--- src/rtl/lisl_pkg.sv ---
// Shared constants and controller/datapath handshake types for the LIS length block.
package lisl_pkg;

   localparam int DEFAULT_TABLE_DEPTH = 1024;
   localparam int DEFAULT_VALUE_WIDTH = 16;
   localparam int LEN_W               = 11;

   typedef struct packed {
      logic accept;
      logic start;
      logic step;
      logic update;
      logic emit;
   } cmd_type;

   typedef struct packed {
      logic probe_open;
      logic last;
      logic rsp_free;
   } status_type;

endpackage

--- src/rtl/lisl_ctrl.sv ---
// Controller state machine sequencing accept, binary search, table write and result.
module lisl_ctrl (
   input  logic                 clock,
   input  logic                 reset,
   input  logic                 req_valid,
   output logic                 req_ready,
   input  lisl_pkg::status_type status,
   output lisl_pkg::cmd_type    cmd
);

   typedef enum logic [4:0] {
      S_IDLE   = 5'b00001,
      S_START  = 5'b00010,
      S_PROBE  = 5'b00100,
      S_UPDATE = 5'b01000,
      S_EMIT   = 5'b10000
   } state_type;

   state_type state_ff, state_in;

   always_comb begin
      state_in   = state_ff;
      cmd        = '0;
      req_ready  = 1'b0;
      case (state_ff)
         S_IDLE: begin
            req_ready = 1'b1;
            if (req_valid) begin
               cmd.accept = 1'b1;
               state_in   = S_START;
            end
         end
         S_START: begin
            cmd.start = 1'b1;
            state_in  = status.probe_open ? S_PROBE : S_UPDATE;
         end
         S_PROBE: begin
            cmd.step = 1'b1;
            state_in = status.probe_open ? S_PROBE : S_UPDATE;
         end
         S_UPDATE: begin
            cmd.update = 1'b1;
            state_in   = status.last ? S_EMIT : S_IDLE;
         end
         S_EMIT: begin
            if (status.rsp_free) begin
               cmd.emit = 1'b1;
               state_in = S_IDLE;
            end
         end
         default: begin
            state_in = S_IDLE;
         end
      endcase
   end

   always_ff @(posedge clock) begin
      if (reset) begin
         state_ff <= S_IDLE;
      end else begin
         state_ff <= state_in;
      end
   end

`ifndef SYNTHESIS
   a_accept_starts: assert property (@(posedge clock) disable iff (reset)
      (req_valid && req_ready) |=> (state_ff == S_START))
      else $error("Accepted item did not start a search.");

   a_plain_item_returns: assert property (@(posedge clock) disable iff (reset)
      (state_ff == S_UPDATE && !status.last) |=> (state_ff == S_IDLE))
      else $error("Item without last marker did not return to idle.");
`endif

endmodule

--- config.mk ---
export PLATFORM = sky130hd
export DESIGN_NAME = lisl_ctrl
export DESIGN_NICKNAME = d
export VERILOG_FILES = /design/src/rtl/lisl_pkg.sv /design/src/rtl/lisl_ctrl.sv
export SDC_FILE = /design/constraint.sdc
export NUM_CORES = 1
export LEC_CHECK = 0
export ABC_CLOCK_PERIOD_IN_PS = 2800
export BUFFER_PORTS_ARGS = -buffer_cell sky130_fd_sc_hd__buf_2
export CAP_MARGIN = 20
export CORE_AREA = 4 4 41 43
export CTS_CLUSTER_DIAMETER = 150
export CTS_CLUSTER_SIZE = 40
export DETAILED_ROUTE_END_ITERATION = 16
export DIE_AREA = 0 0 45 47
export SYNTH_ARGS = -nofsm -noshare
export SYNTH_HDL_FRONTEND = slang
export SYNTH_SLANG_ARGS = --single-unit
--- constraint.sdc ---
create_clock -name clock -period 2.8 [get_ports clock]
set_clock_uncertainty 0.1 [all_clocks]
set_input_delay 0.28 -clock clock [delete_from_list [all_inputs] [get_ports clock]]
set_output_delay 0.28 -clock clock [all_outputs]
set_load 0.02 [all_outputs]
==> run summary, run 1 <==
- register bank with the most flops: state_ff
- average instance area after synthesis: 7.84 um2
- cts-stage hold buffer count: 0
- n_diodes: 0
- standby leakage power: 0.192 nW
- initial standard-cell utilization of the core: 20.5%
- worst vdd rail ir drop: 0.000184 V
- Req. time, crit path: 2420 ps
- clock transition at the registers of the reported paths: 40 ps
- sequential area share after synthesis: 37.6%
- kind of path behind the tightest hold check: input pin to register
- cells after synthesis: 34
- depth of the worst register-to-register path: 3
- gp weighted congestion: 0.726
- fraction of the cycle the final worst path needs: 61.9%
- clock tree from TritonCTS: yes
- Setup violations, final: 0
- outcome: completed
- vias in the first global route: 244
- synth-to-layout area growth: 37.6%
- relative slew slack: 78.3%
- Port-buffer cells: 11
- overall power of the completed layout: 0.000196 W
- FMAX: 577 MHz
- routed vias: 286
- number of clock sinks seen by CTS: 5
- post-cts sizing count: 0
- DRT antenna net count: 0
- cts bufs inserted: 3
- category of the worst setup path capture point: output pin
- chip height: 47 um
- crit path launch type: register
- Final HPWL DP: 506 um
- number of synthesis warnings: 0
- nets: 56
- register-to-register setup slack: 1260 ps
- critical setup path kind: register to output pin
- floorplan die width: 45 um
- Core Region: 1300 um2
- root buffer cell: sky130_fd_sc_hd__clkbuf_4
- post-synthesis register bit count: 5
- hold endpoint: state_ff[1]
- Total Wirelength: 638 um
- final-layout setup total negative slack: 0 ps
- Pre-Repair DR Iteration Count: 3
- mean number of vias per cell: 4.47
- global-route wire length before repair: 917 um
- number of buffers added for setup after CTS: 0
- minimum clock period: 1730 ps
- total routing usage reported by global routing: 6.57%
- number of instances on the worst hold path: 2
- sum of overflow across all layers after global routing: 0
- largest net degree at the start of global routing: 8
- highest net fanout along the worst path: 6
- worst reg2reg endpoint: state_ff[0]
- Final Hold Fails: 0
- worst setup slack after placement: 1260 ps
- Power Dens Cells: 534 nW/um2
- post-synth net total: 40
- synth unique cells: 17
- total die area: 2120 um2
- proportion of layout cells with a drive suffix above 1: 34.7%
- cell area after technology mapping: 267 um2
- initial antenna violation count: 0
- std cell rows: 13
- final number of max-transition violations: 0
- number of buffers on the longest clock path: 2
- final setup slack of the worst path: 1070 ps
- average wire per standard cell: 9.97 um
- registers with the most flip-flops: state_ff (5)
- HP Start: reset
- 1st-iter DRT viols: 4
- number of H-tree levels: 1
- arrival time reported for the critical path endpoint: 1350 ps
- drc violations: 0
- worst-margin pin slew: 323 ps
- Reg-to-Reg Start: state_ff[0]
- flip-flop count of the largest register after layout: 5
- total of max-cap violations: 0
- insertion delay of the later-clocked pin in the worst-skew pair: 240 ps
- unrepaired setup endpoints after global routing: no
- number of top-level design ports: 12
- Fill cells: 150
placed cells by master (no fill, tap or decap), types with 2 or more instances in the layout:
cell type and n:
sky130_fd_sc_hd__clkbuf_4 3, sky130_fd_sc_hd__nor2_1 5, sky130_fd_sc_hd__dfxtp_1 5, sky130_fd_sc_hd__nor3_1 2, sky130_fd_sc_hd__inv_1 5, sky130_fd_sc_hd__nor4_1 3
sky130_fd_sc_hd__nand2_1 2, sky130_fd_sc_hd__and3_1 2, sky130_fd_sc_hd__buf_2 11
kinds of logic (layout without fill, tap and decap cells):
kind of cell           count (synthesis)  count (layout)  synth area share, %
AND/OR/NAND/NOR                       20              20                 43.2
flip-flops                             5               5                 37.6
buffers and inverters                  5              20                 7.04
AO/OA/AOI/OAI                          3               3                 8.92
XOR/XNOR                               1               1                 3.29
synth_stat cells:
master / number / share of area, %
sky130_fd_sc_hd__or4_4: 1 / 4.2
sky130_fd_sc_hd__and4bb_2: 1 / 4.7
sky130_fd_sc_hd__nor4_1: 3 / 7.0
sky130_fd_sc_hd__nor2_1: 5 / 7.0
sky130_fd_sc_hd__nand4_1: 1 / 2.3
sky130_fd_sc_hd__and3_1: 2 / 4.7
sky130_fd_sc_hd__inv_1: 5 / 7.0
sky130_fd_sc_hd__nand3_1: 1 / 1.9
sky130_fd_sc_hd__nand2b_1: 1 / 2.3
sky130_fd_sc_hd__or2_1: 1 / 2.3
sky130_fd_sc_hd__a41o_1: 1 / 3.8
sky130_fd_sc_hd__a21oi_1: 1 / 1.9
sky130_fd_sc_hd__dfxtp_1: 5 / 38
sky130_fd_sc_hd__a31o_2: 1 / 3.3
sky130_fd_sc_hd__nand2_1: 2 / 2.8
sky130_fd_sc_hd__xor2_1: 1 / 3.3
sky130_fd_sc_hd__nor3_1: 2 / 3.8
worst max path at each step:
stage,depth (start not counted),from,end
2_1_floorplan,2,state_ff[0],cmd[0]
3_3_place_gp,3,state_ff[0],state_ff[0]
3_5_place_dp,3,state_ff[0],state_ff[0]
4_1_cts,4,state_ff[1],cmd[4]
5_1_grt,4,state_ff[1],cmd[4]
6_report,4,state_ff[2],cmd[4]
through the flow:
| step | util (%) | cell area [um2] | cells | hold slack [ps] |
|---|---|---|---|---|
| after floorplan | - | 267 | 34 | 256 |
| after global placement | 26.2 | 340 | 60 | 367 |
| after detailed placement | 26.2 | 340 | 60 | 370 |
| after CTS | 28.2 | 367 | 64 | 111 |
| after global routing | 28.2 | 367 | 64 | 116 |
| final | 28.2 | 367 | 64 | 118 |
layout make-up:
class	count	area, um2	area share (%)
multi-input cells	24	148	40.3
inverters	5	18.8	5.12
flip-flops and latches	5	100	27.3
well taps	15	18.8	5.12
clock buffers	4	26.3	7.17
repair buffers	11	55.1	15.0
power breakdown:
part	internal [W]	leakage, nW	switching [W]
combinational	0.0000142	0.136	0.0000198
clock	0.0000538	0.0150	0.0000288
sequential	0.0000747	0.0408	0.00000439
critical path: stages, from the launching register on:
cell and delay, ps:
sky130_fd_sc_hd__dfxtp_1 350, sky130_fd_sc_hd__nor4_1 350, sky130_fd_sc_hd__nand2_1 150, sky130_fd_sc_hd__nor2_1 100, sky130_fd_sc_hd__buf_2 160
routing by layer:
metal | part of all wire [%] | vias to the layer above | global-route usage [%] | wire [um]
met1 | 45 | 127 | 6.64 | 284
met5 | 0 | - | 0 | 0
met2 | 47 | 7 | 9.89 | 298
met3 | 8.6 | 0 | 3.83 | 55
met4 | 0 | 0 | 5.26 | 0
li1 | - | 152 | - | -
Power figures use the tool's default switching activity.
==> inputs of run 2 (changes only) <==
--- a/config.mk
+++ b/config.mk
@@ -5,7 +5,7 @@
 export SDC_FILE = /design/constraint.sdc
 export NUM_CORES = 1
 export LEC_CHECK = 0
-export ABC_CLOCK_PERIOD_IN_PS = 2800
+export ABC_CLOCK_PERIOD_IN_PS = 1600
 export BUFFER_PORTS_ARGS = -buffer_cell sky130_fd_sc_hd__buf_2
 export CAP_MARGIN = 20
 export CORE_AREA = 4 4 41 43
==> constraint.sdc (replaced) <==
create_clock -name clock -period 1.6 [get_ports clock]
set_clock_uncertainty 0.1 [all_clocks]
set_input_delay 0.16 -clock clock [delete_from_list [all_inputs] [get_ports clock]]
set_output_delay 0.16 -clock clock [all_outputs]
set_load 0.02 [all_outputs]
==> run 2 against run 1 <==
  * Total power increased by 87%
  * Utilization increased by 5.1 points
  * Cell area grew 18%
  * Via count rose by 3.8%
  * Non-clock buffer count up 4
  * Critical path depth is 1 lower
  * Global-route usage is 0.79 points higher
  * Hold slack lost 15 ps
==> run summary, run 2 (same netlist as run 1, synthesis figures left out) <==
- outcome: completed
- power dissipated by switching net loads: 0.000102 W, +92%
- startpoint of the worst setup timing path: state_ff[1]
- Setup violations, final: 0, unchanged
- unrepaired setup endpoints after global routing: yes
- sum of overflow across all layers after global routing: 0, unchanged
- Port-buffer cells: 11, unchanged
- std cell rows: 13, unchanged
- root buffer cell: sky130_fd_sc_hd__clkbuf_4
- worst vdd rail ir drop: 0.000322 V, +75%
- minimum clock period: 1530 ps
- nets: 60, +7.1%
- fraction of the cycle the final worst path needs: 95.5%
- worst-margin pin slew: 265 ps, -57.4 ps
- DRT antenna net count: 0, unchanged
- largest net degree at the start of global routing: 8, unchanged
- 1st-iter DRT viols: 4, unchanged
- insertion delay of the later-clocked pin in the worst-skew pair: 240 ps, about the same
- floorplan die width: 45 um, unchanged
- Placed Area: 348 um2, +2.2%
- clock network power share: 40.4%, -1.8 points
- vias in the first global route: 273, +12%
- average wire per standard cell: 9.97 um, about the same
- n_diodes: 0, unchanged
- clock tree from TritonCTS: yes
- number of buffers on the longest clock path: 2, unchanged
- total routing usage reported by global routing: 7.36%, +0.79 points
- highest net fanout along the worst path: 6, unchanged
- category of the worst setup path capture point: output pin
- routed vias: 297, +3.8%
- Reg-to-Reg Start: state_ff[1]
- overall power of the completed layout: 0.000365 W, +87%
- register-to-register setup slack: 90 ps, -1170 ps
- number of top-level design ports: 12, unchanged
- relative slew slack: 82.3%, +4.0 points
- worst reg2reg endpoint: state_ff[0]
- drc violations: 0, unchanged
- final-layout setup total negative slack: 0 ps, unchanged
- crit path launch type: register
- number of H-tree levels: 1, unchanged
- cts bufs inserted: 3, unchanged
- Req. time, crit path: 1340 ps, -1080 ps
- register bank with the most flops: state_ff
- Core Region: 1300 um2, unchanged
- global-route wire length before repair: 1.06 mm, +15%
- standby leakage power: 0.220 nW, +14%
- timing endpoint of the critical path: cmd[0]
- critical setup path kind: register to output pin
- gp weighted congestion: 0.739, +1.8%
- chip height: 47 um, unchanged
- initial antenna violation count: 0, unchanged
- Util after Layout: 33.3%, +5.1 points
- kind of path behind the tightest hold check: input pin to register
- FMAX: 654 MHz
- synth-to-layout area growth: 62.4%
- proportion of layout cells with a drive suffix above 1: 45.3%, +11 points
- Post-Layout Inst Area: 433 um2, +18%
- number of clock sinks seen by CTS: 5, unchanged
- flip-flop count of the largest register after layout: 5, unchanged
- total die area: 2120 um2, unchanged
- proportion of power drawn by flip-flops and latches: 37.1%, -3.3 points
- commonest cells after routing, fill and taps aside: sky130_fd_sc_hd__buf_2 (10), sky130_fd_sc_hd__inv_1 (5), sky130_fd_sc_hd__nor2_1 (4)
- final number of max-transition violations: 0, unchanged
- Comb power frac: 22.5%, +5.2 points
- depth of the worst register-to-register path: 3, unchanged
- Final Hold Fails: 0, unchanged
- total of max-cap violations: 0, unchanged
- Pre-Repair DR Iteration Count: 2, -1
- internal power of the cells: 0.000263 W, +85%
- mean number of vias per cell: 4.37, -2.3%
- registers with the most flip-flops: state_ff (5)
- Power Dens Cells: 844 nW/um2, +58%
- Total Wirelength: 678 um, +6.3%
- worst hold-check slack: 103 ps, -14.9 ps
- clock transition at the registers of the reported paths: 50 ps, about the same
- net switching fraction of the power: 27.9%, +0.80 points
- Final HPWL DP: 498 um, -1.7%
- most frequent standard cell in the layout excluding fill and tap cells: sky130_fd_sc_hd__buf_2
- initial standard-cell utilization of the core: 20.5%, unchanged
- arrival time reported for the critical path endpoint: 1270 ps, -80 ps
## run 2: worst min path at each step
stage	from	endpoint	slack (ps)	cells past startpoint
finish	req_valid	state_ff[1]	100	3
global route	req_valid	state_ff[1]	110	3
CTS	req_valid	state_ff[1]	90	3
detailed placement	status[2]	state_ff[3]	250	2
global placement	status[2]	state_ff[3]	240	2
floorplan	reset	state_ff[1]	140	1
## run 2: per-stage QoR
stage	setup WS [ps]	cells
5_1_grt	-24.7	68
3_5_place_dp	94.0	61
3_3_place_gp	108	61
4_1_cts	7.55	67
6_report	71.8	68
2_1_floorplan	91.9	34
## run 2: final cells by class
type	instances	area, um2
repair buffers	15	96.3
inverters	5	18.8
flip-flops and latches	5	105
multi-input cells	24	168
clock buffers	4	26.3
fillers	150	868
well taps	15	18.8
## run 2: power by group through the flow
stage | combinational, W | clock, W | sequential [W]
2_1_floorplan | 0.0000406 | 0 | 0.000139
3_3_place_gp | 0.0000675 | 0 | 0.000137
3_5_place_dp | 0.0000676 | 0 | 0.000138
4_1_cts | 0.0000739 | 0.000155 | 0.000136
5_1_grt | 0.0000897 | 0.000164 | 0.000136
6_report | 0.0000822 | 0.000148 | 0.000135
## run 2: layer usage
metal  global-route usage [%]  share of wire, %  routed length (um)  vias to the layer above
met5                        0                 0                   0                        -
met4                     7.02               2.2                  15                        0
met3                     3.45               7.4                  50                        2
met2                     9.60                45                 306                        9
met1                     8.70                45                 306                      127
li1                         -                 -                   -                      159
## run 2: repair_timing
item                       4_1_cts  5_1_grt
setup endpoints to repair        2        3
gates resized for setup          3        6
hold endpoints to repair         2        0
hold buffers                     2        0
setup buffers                    0        1
pin swaps                        2        3
## run 2: worst max-delay path: stages (launching register included)
cell	delay [ps]
sky130_fd_sc_hd__dfxtp_2	350
sky130_fd_sc_hd__or2_1	230
sky130_fd_sc_hd__nor4_1	230
sky130_fd_sc_hd__buf_2	210
